`config.mk`:
```
export PLATFORM = sky130hd
export DESIGN_NAME = shared_resource_lock_fifo
export DESIGN_NICKNAME = d
export VERILOG_FILES = /design/src/rtl/srlf_pkg.sv /design/src/rtl/srlf_ctrl.sv /design/src/rtl/srlf_datapath.sv /design/src/rtl/shared_resource_lock_fifo.sv
export VERILOG_INCLUDE_DIRS = /design/src /design/src/rtl
export SDC_FILE = /design/constraint.sdc
export NUM_CORES = 1
export LEC_CHECK = 0
export ABC_AREA = 1
export BUFFER_PORTS_ARGS = -buffer_cell sky130_fd_sc_hd__buf_2
export CELL_PAD_IN_SITES_DETAIL_PLACEMENT = 2
export CELL_PAD_IN_SITES_GLOBAL_PLACEMENT = 2
export CORE_AREA = 10 10 112 94
export CTS_CLUSTER_DIAMETER = 200
export DETAILED_ROUTE_END_ITERATION = 16
export DIE_AREA = 0 0 122 104
export PLACE_DENSITY_LB_ADDON = 0.1
export SLEW_MARGIN = 40
export SYNTH_ARGS = -nofsm -noshare
export SYNTH_HDL_FRONTEND = slang
export SYNTH_SLANG_ARGS = --single-unit
```
`constraint.sdc`:
```
create_clock -name i_clk -period 1.7 [get_ports i_clk]
set_input_delay 0.34 -clock i_clk [delete_from_list [all_inputs] [get_ports i_clk]]
set_output_delay 0.34 -clock i_clk [all_outputs]
set_load 0.05 [all_outputs]
```
`src/rtl/shared_resource_lock_fifo_assert.svh`:
```
// Assertion macros shared by the lock FIFO RTL.
// Depends on nothing; included by the top level.
`ifndef SHARED_RESOURCE_LOCK_FIFO_ASSERT_SVH
`define SHARED_RESOURCE_LOCK_FIFO_ASSERT_SVH

// Same-cycle implication, disabled while reset is asserted.
`define SRLF_ASSERT_NOW(label, clk, rst_n, ante, cons, msg) \
    label: assert property (@(posedge clk) disable iff (!(rst_n)) (ante) |-> (cons)) \
        else $error(msg);

// Next-cycle implication, disabled while reset is asserted.
`define SRLF_ASSERT_NEXT(label, clk, rst_n, ante, cons, msg) \
    label: assert property (@(posedge clk) disable iff (!(rst_n)) (ante) |=> (cons)) \
        else $error(msg);

`endif

```
`src/rtl/srlf_pkg.sv`:
```
// Package for the shared resource lock FIFO: widths, modes, controller types.
// Used by every module of the block; depends on nothing.
package srlf_pkg;

    localparam int REQUESTERS_DEF  = 8;
    localparam int QUEUE_DEPTH_DEF = 8;
    localparam int ID_W            = 3;
    localparam int MODE_W          = 2;
    localparam int COUNT_OUT_W     = 4;

    typedef enum logic [MODE_W-1:0] {
        MODE_ALLOC   = 2'd0,
        MODE_RELEASE = 2'd1,
        MODE_SUSPEND = 2'd2,
        MODE_RESUME  = 2'd3
    } t_mode;

    typedef enum logic {
        ST_IDLE,
        ST_EXEC
    } t_state;

    typedef struct packed {
        logic capture;
        logic execute;
    } t_cmd;

endpackage

```
`src/rtl/srlf_ctrl.sv`:
```
// Controller for the lock FIFO: accepts a word, schedules execution, owns output valid.
// Depends on srlf_pkg.
module srlf_ctrl (
    input  logic              i_clk,
    input  logic              i_rst_n,
    input  logic              i_in_valid,
    output logic              o_in_stall,
    output logic              o_out_valid,
    input  logic              i_out_stall,
    output srlf_pkg::t_cmd    o_cmd
);

    srlf_pkg::t_state r_state, n_state;
    logic             r_out_valid, n_out_valid;
    logic             w_out_free;

    assign w_out_free = !r_out_valid || !i_out_stall;

    always_ff @(posedge i_clk) begin
        if (!i_rst_n) begin
            r_state     <= srlf_pkg::ST_IDLE;
            r_out_valid <= 1'b0;
        end else begin
            r_state     <= n_state;
            r_out_valid <= n_out_valid;
        end
    end

    always_comb begin
        n_state       = r_state;
        n_out_valid   = r_out_valid && i_out_stall;
        o_cmd.capture = 1'b0;
        o_cmd.execute = 1'b0;
        o_in_stall    = 1'b1;
        unique case (r_state)
            srlf_pkg::ST_IDLE: begin
                o_in_stall = 1'b0;
                if (i_in_valid) begin
                    o_cmd.capture = 1'b1;
                    n_state       = srlf_pkg::ST_EXEC;
                end
            end
            srlf_pkg::ST_EXEC: begin
                if (w_out_free) begin
                    o_cmd.execute = 1'b1;
                    n_out_valid   = 1'b1;
                    n_state       = srlf_pkg::ST_IDLE;
                end
            end
            default: begin
                n_state = srlf_pkg::ST_IDLE;
            end
        endcase
    end

    assign o_out_valid = r_out_valid;

endmodule

```
`src/rtl/srlf_datapath.sv`:
```
// Datapath for the lock FIFO: owner, suspend flag, wait queue memory, result register.
// Depends on srlf_pkg; driven by srlf_ctrl commands.
module srlf_datapath #(
    parameter int REQUESTERS  = srlf_pkg::REQUESTERS_DEF,
    parameter int QUEUE_DEPTH = srlf_pkg::QUEUE_DEPTH_DEF
) (
    input  logic                              i_clk,
    input  logic                              i_rst_n,
    input  srlf_pkg::t_cmd                    i_cmd,
    input  logic [srlf_pkg::MODE_W-1:0]       i_mode,
    input  logic [srlf_pkg::ID_W-1:0]         i_requester_id,
    output logic                              o_blocked,
    output logic                              o_error,
    output logic                              o_overflow,
    output logic                              o_owner_valid,
    output logic [srlf_pkg::ID_W-1:0]         o_owner_id,
    output logic                              o_handed_over,
    output logic                              o_is_suspended,
    output logic [srlf_pkg::COUNT_OUT_W-1:0]  o_waiting_count
);

    localparam int PW = (QUEUE_DEPTH > 1) ? $clog2(QUEUE_DEPTH) : 1;
    localparam int CW = $clog2(QUEUE_DEPTH + 1);
    localparam logic [PW-1:0] LAST_SLOT = PW'(QUEUE_DEPTH - 1);
    localparam logic [CW-1:0] FULL_COUNT = CW'(QUEUE_DEPTH);

    logic [srlf_pkg::ID_W-1:0] r_mem [QUEUE_DEPTH];
    logic [srlf_pkg::ID_W-1:0] r_rd_data;

    logic [srlf_pkg::MODE_W-1:0] r_mode;
    logic [srlf_pkg::ID_W-1:0]   r_id;

    logic                      r_has_owner, n_has_owner;
    logic [srlf_pkg::ID_W-1:0] r_owner, n_owner;
    logic                      r_suspended, n_suspended;
    logic [PW-1:0]             r_head, n_head;
    logic [PW-1:0]             r_tail, n_tail;
    logic [CW-1:0]             r_count, n_count;

    logic                      w_blocked, w_error, w_overflow, w_handed, w_wr_en, w_id_ok;
    logic                      w_wait, w_handoff;
    logic [CW+srlf_pkg::COUNT_OUT_W-1:0] w_count_ext;

    logic                              r_blocked, r_error, r_overflow, r_owner_valid;
    logic [srlf_pkg::ID_W-1:0]         r_owner_id;
    logic                              r_handed_over, r_is_suspended;
    logic [srlf_pkg::COUNT_OUT_W-1:0]  r_waiting_count;

    assign w_id_ok = 32'(r_id) < 32'(REQUESTERS);

    always_ff @(posedge i_clk) begin
        if (i_cmd.capture) begin
            r_mode    <= i_mode;
            r_id      <= i_requester_id;
            r_rd_data <= r_mem[r_head];
        end
        if (i_cmd.execute && w_wr_en) begin
            r_mem[r_tail] <= r_id;
        end
    end

    always_comb begin
        n_has_owner = r_has_owner;
        n_owner     = r_owner;
        n_suspended = r_suspended;
        n_head      = r_head;
        n_tail      = r_tail;
        n_count     = r_count;
        w_blocked   = 1'b0;
        w_error     = 1'b0;
        w_overflow  = 1'b0;
        w_handed    = 1'b0;
        w_wr_en     = 1'b0;
        w_handoff   = 1'b0;
        w_wait      = r_suspended || (r_has_owner && (r_owner != r_id));
        if (w_id_ok) begin
            case (srlf_pkg::t_mode'(r_mode))
                srlf_pkg::MODE_ALLOC: begin
                    if (!w_wait) begin
                        if (!r_has_owner) begin
                            n_has_owner = 1'b1;
                            n_owner     = r_id;
                        end
                    end else if (r_count == FULL_COUNT) begin
                        w_overflow = 1'b1;
                        w_error    = 1'b1;
                    end else begin
                        w_wr_en   = 1'b1;
                        n_tail    = (r_tail == LAST_SLOT) ? '0 : r_tail + 1'b1;
                        n_count   = r_count + 1'b1;
                        w_blocked = 1'b1;
                    end
                end
                srlf_pkg::MODE_RELEASE: begin
                    w_handoff = 1'b1;
                end
                srlf_pkg::MODE_SUSPEND: begin
                    w_error     = !(r_has_owner && (r_owner == r_id));
                    n_suspended = 1'b1;
                end
                default: begin
                    if (r_suspended) begin
                        w_handoff = 1'b1;
                    end else begin
                        w_error = 1'b1;
                    end
                end
            endcase
        end
        if (w_handoff) begin
            n_suspended = 1'b0;
            if (r_count != '0) begin
                n_owner     = r_rd_data;
                n_has_owner = 1'b1;
                n_head      = (r_head == LAST_SLOT) ? '0 : r_head + 1'b1;
                n_count     = r_count - 1'b1;
                w_handed    = 1'b1;
            end else begin
                n_has_owner = 1'b0;
                n_owner     = '0;
            end
        end
    end

    assign w_count_ext = {{srlf_pkg::COUNT_OUT_W{1'b0}}, n_count};

    always_ff @(posedge i_clk) begin
        if (!i_rst_n) begin
            r_has_owner <= 1'b0;
            r_owner     <= '0;
            r_suspended <= 1'b0;
            r_head      <= '0;
            r_tail      <= '0;
            r_count     <= '0;
        end else if (i_cmd.execute) begin
            r_has_owner <= n_has_owner;
            r_owner     <= n_owner;
            r_suspended <= n_suspended;
            r_head      <= n_head;
            r_tail      <= n_tail;
            r_count     <= n_count;
        end
    end

    always_ff @(posedge i_clk) begin
        if (i_cmd.execute) begin
            r_blocked       <= w_blocked;
            r_error         <= w_error;
            r_overflow      <= w_overflow;
            r_owner_valid   <= n_has_owner;
            r_owner_id      <= n_has_owner ? n_owner : '0;
            r_handed_over   <= w_handed;
            r_is_suspended  <= n_suspended;
            r_waiting_count <= w_count_ext[srlf_pkg::COUNT_OUT_W-1:0];
        end
    end

    assign o_blocked       = r_blocked;
    assign o_error         = r_error;
    assign o_overflow      = r_overflow;
    assign o_owner_valid   = r_owner_valid;
    assign o_owner_id      = r_owner_id;
    assign o_handed_over   = r_handed_over;
    assign o_is_suspended  = r_is_suspended;
    assign o_waiting_count = r_waiting_count;

endmodule

```
`src/rtl/shared_resource_lock_fifo.sv`:
```
// Channel   Direction  Handshake                  Payload
// input     in         i_in_valid / o_in_stall    i_mode, i_requester_id
// output    out        o_out_valid / i_out_stall  o_blocked .. o_waiting_count
//
// Each word is first captured, which registers it and issues the registered read of the
// wait queue head, then executed, which updates the lock state and loads the result register.
// A result waiting under i_out_stall holds execution of the next word in the execute state.
// Synchronous active-low reset clears owner, suspend flag and queue pointers at once.
// Top level of the shared resource lock FIFO; depends on srlf_pkg, srlf_ctrl, srlf_datapath.
`include "shared_resource_lock_fifo_assert.svh"

module shared_resource_lock_fifo #(
    parameter int REQUESTERS  = srlf_pkg::REQUESTERS_DEF,
    parameter int QUEUE_DEPTH = srlf_pkg::QUEUE_DEPTH_DEF
) (
    input  logic                              i_clk,
    input  logic                              i_rst_n,
    input  logic                              i_in_valid,
    output logic                              o_in_stall,
    input  logic [srlf_pkg::MODE_W-1:0]       i_mode,
    input  logic [srlf_pkg::ID_W-1:0]         i_requester_id,
    output logic                              o_out_valid,
    input  logic                              i_out_stall,
    output logic                              o_blocked,
    output logic                              o_error,
    output logic                              o_overflow,
    output logic                              o_owner_valid,
    output logic [srlf_pkg::ID_W-1:0]         o_owner_id,
    output logic                              o_handed_over,
    output logic                              o_is_suspended,
    output logic [srlf_pkg::COUNT_OUT_W-1:0]  o_waiting_count
);

    srlf_pkg::t_cmd w_cmd;

    srlf_ctrl u_ctrl (
        .i_clk       (i_clk),
        .i_rst_n     (i_rst_n),
        .i_in_valid  (i_in_valid),
        .o_in_stall  (o_in_stall),
        .o_out_valid (o_out_valid),
        .i_out_stall (i_out_stall),
        .o_cmd       (w_cmd)
    );

    srlf_datapath #(
        .REQUESTERS  (REQUESTERS),
        .QUEUE_DEPTH (QUEUE_DEPTH)
    ) u_datapath (
        .i_clk           (i_clk),
        .i_rst_n         (i_rst_n),
        .i_cmd           (w_cmd),
        .i_mode          (i_mode),
        .i_requester_id  (i_requester_id),
        .o_blocked       (o_blocked),
        .o_error         (o_error),
        .o_overflow      (o_overflow),
        .o_owner_valid   (o_owner_valid),
        .o_owner_id      (o_owner_id),
        .o_handed_over   (o_handed_over),
        .o_is_suspended  (o_is_suspended),
        .o_waiting_count (o_waiting_count)
    );

    `SRLF_ASSERT_NEXT(a_busy_after_capture, i_clk, i_rst_n, w_cmd.capture, o_in_stall, "input not stalled after capture")
    `SRLF_ASSERT_NEXT(a_valid_after_exec, i_clk, i_rst_n, w_cmd.execute, o_out_valid, "no result after execution")
    `SRLF_ASSERT_NOW(a_overflow_is_error, i_clk, i_rst_n, o_out_valid && o_overflow, o_error && !o_blocked, "overflow without error")
    `SRLF_ASSERT_NOW(a_handover_owner, i_clk, i_rst_n, o_out_valid && o_handed_over, o_owner_valid && !o_is_suspended, "handover without owner")

endmodule
```
==> results.cfg, run 1 <==
[run_status]
status = finished with violations
failed_checks = negative setup slack

[die]
die_y_um = 104
die_area_um2 = 12690
core-area_um2 = 8295
initial_core_util_pct = 33.15
io_pins = 24
fp-row-count = 30
die_x_um = 122

[sta]
tns_ns = -3.318
worst_pin_slew_ns = 0.3630
fin_crit_ns = 1.837
setup_viol = 32
fin_skew_ns = 0.008876
hold_viol = 0
maxSlewHeadroom_pct = 75.49
rsz0062_at_grt = yes
fmax_mhz = 544.4
worst_slack_ns = -0.1367
timing.final.crit_share_pct = 108.0
final_max_slew_viol_count = 0

[power_and_ir_drop]
power.density_nw_per_um2 = 909.5
fin_total_pwr_w = 0.003381
seq_power_share_pct = 50.1
p_sw_share_pct = 27.02
clockPowerShare_pct = 38.8
p_leak_nw = 1.536
p_int_w = 0.002467
vdd_drop_max_uv = 426.8
p_sw_w = 0.0009135
combPwrFrac_pct = 11.1

[route]
routed_via_density = 4.788
drt-initial-drc-count = 96
wl_per_cell_um = 18.94
detail-route-antenna-nets = 0
wl_mm = 8.866
drcViolationCount = 0
drt_pass1_iterations = 4
vias = 2241

[final_layout]
finalNetCount = 366
nFillCells = 873
design_area_um2 = 3717
diodes = 0
stdcell_count = 468
layout-drive-gt1-share_pct = 39.89
synthToLayoutAreaGrowth_pct = 35.17

[placement]
place_inst = 439
gp_congestion = 0.7977
io_buffers = 23
place_hpwl_mm = 6.179
place_area_um2 = 3274

[clocking]
cts_buffer_depth = 2
cts_tree = yes
cts.sinks = 62
postCtsHoldBufs = 0
cts_buffers = 9
clk_latency_ns = 0.35
clockRootBuffer = clkbuf_8
clkTransAtPathRegs_ns = 0.08
h-tree-depth = 3

[critical_path]
crit_fanout = 4
cp-end-kind = register
start_kind = register
worstPathArrival_ns = 1.89
critPathKind = reg -> reg
reg2reg_depth = 12
required_ns = 1.75

[yosys]
synthTopCellsByCount = 45 x edfxtp_1, 45 x nand2_1, 40 x nor2_1, 27 x inv_1, 20 x o21ai_0
yosysWarnings = 0
synth-edff-count = 45
syn-num-nets = 289
synthTopCellsByArea = edfxtp_1 49%, dfxtp_1 12%, nand2_1 6.1%, nor2_1 5.5%, inv_1 3.7%
yosys.area.top_type = edfxtp_1
synth.distinct_cells = 34
synthFlopType = edfxtp_1
ys_async_sr_fraction_pct = 0
ys_seq_area_share_pct = 61.51
postSynthRegisterBits = 62
synth_top_cell_area_share_pct = 49.14
syn_inst = 274
synth_area_per_cell_um2 = 10.04
syn_area_um2 = 2750

[global_routing]
grt_overflow = 0
grt_antenna_before_repair = 0
grt_pass1_vias = 2464
grt_use_total_pct = 13.93
grt_max_degree = 14
grt_pass1_wl_mm = 13.72

[worst_hold_path]
hold_class = in -> reg
hold_path_depth = 1

[job]
maxCapViolCount = 0
[sequential cells by signal, summed over array words and instances (netlist names), 2 cells and up]
signal                      flops
u_datapath.r_tail               3
u_datapath.o_waiting_count      4
u_datapath.r_mem               24
u_datapath.o_owner_id           3
u_datapath.r_head               3
u_datapath.r_owner              3
u_datapath.r_count              4
u_datapath.r_rd_data            3
u_datapath.r_id                 3
u_datapath.r_mode               2
[layer usage]
layer  global-route usage, %  vias up  part of all wire (%)  routed length, um
li1                        -     1086                     -                  -
met1                   18.90     1107                    48               4288
met2                   20.80       36                    47               4160
met3                   3.527       12                   3.4                299
met4                   4.847        0                   1.3                118
met5                       0        -                     0                  0
[cell families after synthesis]
group,count (synthesis),share of synthesized area [%]
AOI/OAI and AO/OA,48,10.33
buffers and inverters,40,5.687
and+or+nand+nor,115,18.79
DFF,62,61.51
adders and majority gates,6,2.730
xor gates and xnor gates,3,0.9556
[final timing paths]
kind	to	from	slack (ns)
setup / recovery	u_datapath.r_mem[0][1]	u_datapath.r_count[0]	-0.14
hold reg to reg	u_ctrl.r_state	u_ctrl.r_state	0.51
hold / removal	u_datapath.r_mode[0]	i_mode[0]	0.17
setup reg to reg	u_datapath.r_mem[0][1]	u_datapath.r_count[0]	-0.14
[area by class of cell]
| cell class | instances | area (um2) | share of cell area, % |
|---|---|---|---|
| Timing Repair Buffer | 69 | 479.2 | 12.89 |
| Clock inverter | 7 | 75.07 | 2.020 |
| Clock buffer | 9 | 123.9 | 3.332 |
| Sequential cell | 62 | 1695 | 45.61 |
| Inverter | 37 | 143.9 | 3.871 |
| Multi-Input combinational cell | 172 | 1060 | 28.51 |
| Tap cell | 112 | 140.1 | 3.770 |
[worst max-delay path, cell delays in order, from the launching register on]
cell and delay (ns):
dfxtp_2 0.35, inv_2 0.05, ha_4 0.16, inv_4 0.06
nor2_4 0.04, inv_2 0.08, nor2_4 0.05, inv_2 0.09
nand3_4 0.08, inv_2 0.08, nand2_2 0.05, or2_4 0.30
nor2_4 0.15
[timing repair]
| item | 4_1_cts | 5_1_grt |
|---|---|---|
| resized for setup | 16 | 27 |
| pin swaps | 12 | 19 |
| setup endpoints to repair | 25 | 47 |
| cloned | 0 | 0 |
| setup buffers | 10 | 5 |
[layout by cell type (no fill, tap or decap), drive strengths merged]
| master | Yosys | routed |
|---|---|---|
| buf | 1 | 69 |
| nand2 | 49 | 49 |
| edfxtp | 45 | 45 |
| nor2 | 45 | 45 |
| inv | 37 | 37 |
| o21ai | 24 | 24 |
| dfxtp | 17 | 17 |
| nand3 | 15 | 15 |
| a21oi | 11 | 11 |
| clkbuf | 2 | 9 |
| o22ai | 7 | 7 |
| ha | 6 | 6 |
| a31oi | 3 | 3 |
| clkinvlp | 0 | 3 |
| clkinv | 0 | 3 |
| xor2 | 2 | 2 |
| and2 | 2 | 2 |
| or2 | 2 | 2 |
| xnor2 | 1 | 1 |
| nor3 | 1 | 1 |
| a21o | 1 | 1 |
| nand4 | 1 | 1 |
| o211ai | 1 | 1 |
| o311ai | 1 | 1 |
| bufinv | 0 | 1 |
[metrics by stage]
stage | hold slack (ns) | worst slack, ns | util (%)
after global routing | 0.1622 | -0.2248 | 44.81
after CTS | 0.1573 | -0.03985 | 43.33
after detailed placement | 0.4854 | -0.1956 | 39.47
after global placement | 0.4760 | -0.09127 | 39.47
final | 0.1736 | -0.1367 | 44.81
after floorplan | 0.4389 | -0.07866 | -
[power by group through the flow]
stage / Sequential (W) / Clock, W / Combinational [W]
6_report: 0.00169 / 0.00131 / 0.000376
5_1_grt: 0.00170 / 0.00140 / 0.000409
4_1_cts: 0.00169 / 0.00135 / 0.000354
3_5_place_dp: 0.00173 / 0 / 0.000339
3_3_place_gp: 0.00172 / 0 / 0.000331
2_1_floorplan: 0.00181 / 0 / 0.000114
(Power assumes the default switching activity.)
==> inputs of run 2 (changes only) <==
--- a/config.mk
+++ b/config.mk
@@ -15,6 +15,7 @@
 export DETAILED_ROUTE_END_ITERATION = 16
 export DIE_AREA = 0 0 122 104
 export PLACE_DENSITY_LB_ADDON = 0.1
+export RECOVER_POWER = 100
 export SLEW_MARGIN = 40
 export SYNTH_ARGS = -nofsm -noshare
 export SYNTH_HDL_FRONTEND = slang
==> run 2 against run 1 <==
- sequential cell count did not move
- largest power group unchanged
- critical path type unchanged
- critical path depth unchanged
- first-iteration DRC count decreased by 14%
- global-route usage unchanged
- worst setup slack about the same
- clock skew is essentially flat
- utilization fell by 0.12 points
- the run still ends with negative setup slack left
- via count is 0.18% lower
- total power shrank 0.10%
- register-to-register slack is essentially flat
- non-clock buffer count stayed put
- combinational power is essentially flat
==> results.cfg, run 2 (same netlist as run 1, synthesis figures left out) <==
[clocking]
cts_tree = yes
clockRootBuffer = clkbuf_8
cts_buffer_depth = 2
clk_latency_ns = 0.35
cts.sinks = 62
clkTransAtPathRegs_ns = 0.08
postCtsHoldBufs = 0
cts_buffers = 9
h-tree-depth = 3

[global_routing]
grt_overflow = 0
grt_pass1_vias = 2464
grt_max_degree = 14
grt_antenna_before_repair = 0
grt_use_total_pct = 13.93
grt_pass1_wl_mm = 13.72

[final_layout]
diodes = 0
largest_register_ff_count = 24
layout-drive-gt1-share_pct = 38.76
final_cell_mix = 45 x edfxtp_1, 39 x buf_4, 36 x nand2_1, 33 x nor2_1, 22 x inv_1
finalNetCount = 366
synthToLayoutAreaGrowth_pct = 34.80
layout_commonest_cell = edfxtp_1
design_area_um2 = 3707
largest_register = u_datapath.r_mem

[sta]
maxSlewHeadroom_pct = 64.88
hold_viol = 0
timing.final.crit_share_pct = 108.1
tns_ns = -3.321
fin_skew_ns = 0.008984
worst_slack_ns = -0.1369
worst_pin_slew_ns = 0.5268
rsz0062_at_grt = yes
fin_crit_ns = 1.837
hold_ws_ns = 0.1738
setup_viol = 32
final_max_slew_viol_count = 0
fmax_mhz = 544.4

[placement]
place_hpwl_mm = 6.179
place_area_um2 = 3274
io_buffers = 23
place_ws_ns = -0.1956
gp_congestion = 0.7977

[route]
drt-initial-drc-count = 83
drt_pass1_iterations = 4
vias = 2237
routed_via_density = 4.780
wl_per_cell_um = 18.96
wl_mm = 8.875
detail-route-antenna-nets = 0
drcViolationCount = 0

[power_and_ir_drop]
p_leak_nw = 1.523
vdd_drop_max_uv = 425.9
power.density_nw_per_um2 = 911.0

[critical_path]
crit_top_cell = inv_2
worst_path_max_delay_cell = dfxtp_2
crit_fanout = 4
crit_family = simple AND/OR/NAND/NOR gates
critPathBufInv = 5
path_cells = inv_2, ha_4, inv_4, nor2_4, inv_2, nor2_4, inv_2, nand3_4, inv_2, nand2_2, or2_4, nor2_4
rrSetupSlack_ns = -0.14
critPathKind = reg -> reg
start_kind = register
required_ns = 1.75
worstPathArrival_ns = 1.89
slowest_delay_ns = 0.35
cp-end-kind = register

[die]
die_y_um = 104
fp-row-count = 30
core-area_um2 = 8295
initial_core_util_pct = 33.15
die_x_um = 122
io_pins = 24
die_area_um2 = 12690

[run_status]
status = finished with violations
failed_checks = negative setup slack

[job]
maxCapViolCount = 0

[worst_hold_path]
hold_class = in -> reg
run 2: per-stage QoR:
step | total power, W | std cells | utilization [%]
after floorplan | 0.001922 | 274 | -
after global placement | 0.002054 | 439 | 39.47
after detailed placement | 0.002065 | 439 | 39.47
after CTS | 0.003392 | 464 | 43.33
after global routing | 0.003504 | 468 | 44.69
final | 0.003378 | 468 | 44.69
run 2: final cells by class:
cell class | count | area [um2]
tap | 112 | 140.1
multi-input combinational | 172 | 1060
fill | 878 | 4588
inverter | 37 | 143.9
clock inverter | 7 | 75.07
sequential | 62 | 1695
clock buffer | 9 | 123.9
timing repair buffer | 69 | 469.2
run 2: path summary, 6_finish.rpt:
kind | from | end | cells past startpoint
max reg2reg | u_datapath.r_count[0] | u_datapath.r_mem[0][1] | 12
min | i_mode[0] | u_datapath.r_mode[0] | 1
min reg2reg | u_ctrl.r_state | u_ctrl.r_state | 2
max | u_datapath.r_count[0] | u_datapath.r_mem[0][1] | 12
run 2: what timing repair did:
action	CTS	global route
gates resized for setup	16	27
hold endpoints to repair	0	0
endpoints found under the setup margin	25	47
pin swaps	12	19
buffers inserted	10	5
run 2: power by group:
part | switching (W) | internal [W]
Sequential | 0.0000241 | 0.00167
Clock | 0.000634 | 0.000678
Combinational | 0.000255 | 0.000118
run 2: per-layer routing:
layer | up-vias | part of all wire (%) | global-route usage (%)
li1 | 1086 | - | -
met1 | 1103 | 48 | 18.90
met2 | 36 | 47 | 20.80
met3 | 12 | 3.4 | 3.527
met4 | 0 | 1.3 | 4.847
met5 | - | 0 | 0
==> inputs of run 3 (changes only) <==
--- a/config.mk
+++ b/config.mk
@@ -16,6 +16,7 @@
 export DIE_AREA = 0 0 122 104
 export PLACE_DENSITY_LB_ADDON = 0.1
 export RECOVER_POWER = 100
+export SKIP_LAST_GASP = 1
 export SLEW_MARGIN = 40
 export SYNTH_ARGS = -nofsm -noshare
 export SYNTH_HDL_FRONTEND = slang
==> run 3 against run 2 <==
- the flow still finishes with violations (negative setup slack)
- non-clock buffer count stayed put
- die area did not move
- critical path depth unchanged
- register-to-register slack is essentially flat
- wire length about the same
- via count unchanged
- utilization stayed put
- cell area stayed put
- clock power about the same
- fmax hardly changed
- critical endpoint unchanged
- largest cell class unchanged
- largest power group unchanged
==> results.cfg, run 3 (same netlist as run 1, synthesis figures left out) <==
[run_status]
status = finished with violations
failed_checks = negative setup slack

[route]
vias = 2237
wl_mm = 8.867
routed_via_density = 4.780
wl_met1_mm = 4.303
topRoutingLayerUsed = met4
detail-route-antenna-nets = 0
drt_pass1_iterations = 4
drcViolationCount = 0
wl_met3_um = 292
wl_per_cell_um = 18.95
drt-initial-drc-count = 83
met2_length_mm = 4.153

[power_and_ir_drop]
combPwrFrac_pct = 11.0
p_sw_share_pct = 27.05
seq_power_share_pct = 50.1
vdd_drop_max_uv = 426.3
p_int_w = 0.002464
power.density_nw_per_um2 = 911.2
p_leak_nw = 1.523
p_sw_w = 0.0009138
clockPowerShare_pct = 38.9

[final_layout]
final_cell_mix = 45 x edfxtp_1, 39 x buf_4, 36 x nand2_1, 33 x nor2_1, 22 x inv_1
largest_register_ff_count = 24
finalNetCount = 366
multi_input_area_um2 = 1060
final_util_pct = 44.69
design_area_um2 = 3707
diodes = 0
seqCellArea_um2 = 1695
layout-drive-gt1-share_pct = 38.76
layout_commonest_cell = edfxtp_1
largest_register = u_datapath.r_mem
nFillCells = 878
stdcell_count = 468
synthToLayoutAreaGrowth_pct = 34.80

[global_routing]
grt_pass1_wl_mm = 13.72
grt_max_degree = 14
grt_pass1_vias = 2464
grt_antenna_before_repair = 0
grt_overflow = 0
grt_use_total_pct = 13.93

[placement]
place_area_um2 = 3274
gp_congestion = 0.7977
place_inst = 439
place_hpwl_mm = 6.179
io_buffers = 23
place_ws_ns = -0.1956

[sta]
hold_ws_ns = 0.1741
fin_crit_ns = 1.835
setup_viol = 32
worst_slack_ns = -0.1352
maxSlewHeadroom_pct = 64.83
hold_viol = 0
worst_pin_slew_ns = 0.5275
fmax_mhz = 544.9
timing.final.crit_share_pct = 108.0
final_max_slew_viol_count = 0
fin_skew_ns = 0.008963
rsz0062_at_grt = yes

[critical_path]
cp-end-kind = register
start_kind = register
crit_fanout = 4
rrSetupSlack_ns = -0.14
worstPathArrival_ns = 1.89
critPathKind = reg -> reg
regToRegEndpoint = u_datapath.r_mem[0][1]
reg2reg_depth = 12
r2r-start = u_datapath.r_count[0]
required_ns = 1.75

[clocking]
cts_buffers = 9
cts.sinks = 62
cts_tree = yes
h-tree-depth = 3
postCtsHoldBufs = 0
clk_latency_ns = 0.35
cts_buffer_depth = 2
clkTransAtPathRegs_ns = 0.08
clockRootBuffer = clkbuf_8

[worst_hold_path]
worstHoldEndpoint = u_datapath.r_mode[0]
hold_class = in -> reg
min_from = i_mode[0]
hold_path_depth = 1

[die]
core-area_um2 = 8295
fp-row-count = 30
io_pins = 24
die_y_um = 104
initial_core_util_pct = 33.15
die_area_um2 = 12690
die_x_um = 122

[job]
maxCapViolCount = 0
-- run 3: power by group through the flow --
| stage | logic (W) | registers (W) | clock network [W] |
|---|---|---|---|
| final | 0.000373 | 0.00169 | 0.00131 |
| after global routing | 0.000405 | 0.00170 | 0.00140 |
| after CTS | 0.000354 | 0.00169 | 0.00135 |
| after detailed placement | 0.000339 | 0.00173 | 0 |
| after global placement | 0.000331 | 0.00172 | 0 |
| after floorplan | 0.000114 | 0.00181 | 0 |
-- run 3: final cells by class --
cell class,count,share of cell area [%]
multi-input combinational,172,28.59
timing repair buffer,69,12.66
tap,112,3.780
sequential,62,45.73
clock buffer,9,3.341
clock inverter,7,2.025
inverter,37,3.881
-- run 3: stage by stage --
| stage | total power [W] | setup TNS [ns] |
|---|---|---|
| after floorplan | 0.001922 | -0.9203 |
| after global placement | 0.002054 | -1.184 |
| after detailed placement | 0.002065 | -3.380 |
| after CTS | 0.003392 | -0.4209 |
| after global routing | 0.003504 | -7.020 |
| final | 0.003378 | -3.298 |
-- run 3: layer usage --
layer | GRT usage, % | vias up
li1 | - | 1086
met1 | 18.90 | 1105
met2 | 20.80 | 34
met3 | 3.527 | 12
met4 | 4.847 | 0
met5 | 0 | -
-- run 3: critical path, cell delays in order, from the launching register on --
cell	delay, ns
dfxtp_2	0.35
inv_2	0.05
ha_4	0.16
inv_4	0.06
nor2_4	0.04
inv_2	0.08
nor2_4	0.05
inv_2	0.09
nand3_4	0.08
inv_2	0.08
nand2_2	0.05
or2_4	0.30
nor2_4	0.15
-- run 3: worst max path at each step --
stage	start	endpoint	slack, ns	cells after the start
2_1_floorplan	u_datapath.r_id[1]	u_datapath.r_mem[0][0]	-0.08	9
3_3_place_gp	u_datapath.r_count[0]	u_datapath.r_mem[1][1]	-0.09	11
3_5_place_dp	u_datapath.r_count[0]	u_datapath.r_mem[1][2]	-0.20	11
4_1_cts	u_datapath.r_count[0]	u_datapath.r_mem[0][1]	-0.04	12
5_1_grt	u_datapath.r_count[0]	u_datapath.r_mem[0][2]	-0.22	12
6_report	u_datapath.r_count[0]	u_datapath.r_mem[0][1]	-0.14	12
-- run 3: timing repair --
action / in CTS / in global routing
resized for setup: 16 / 27
buffers inserted: 10 / 5
endpoints found under the setup margin: 25 / 47
pin swaps: 12 / 18
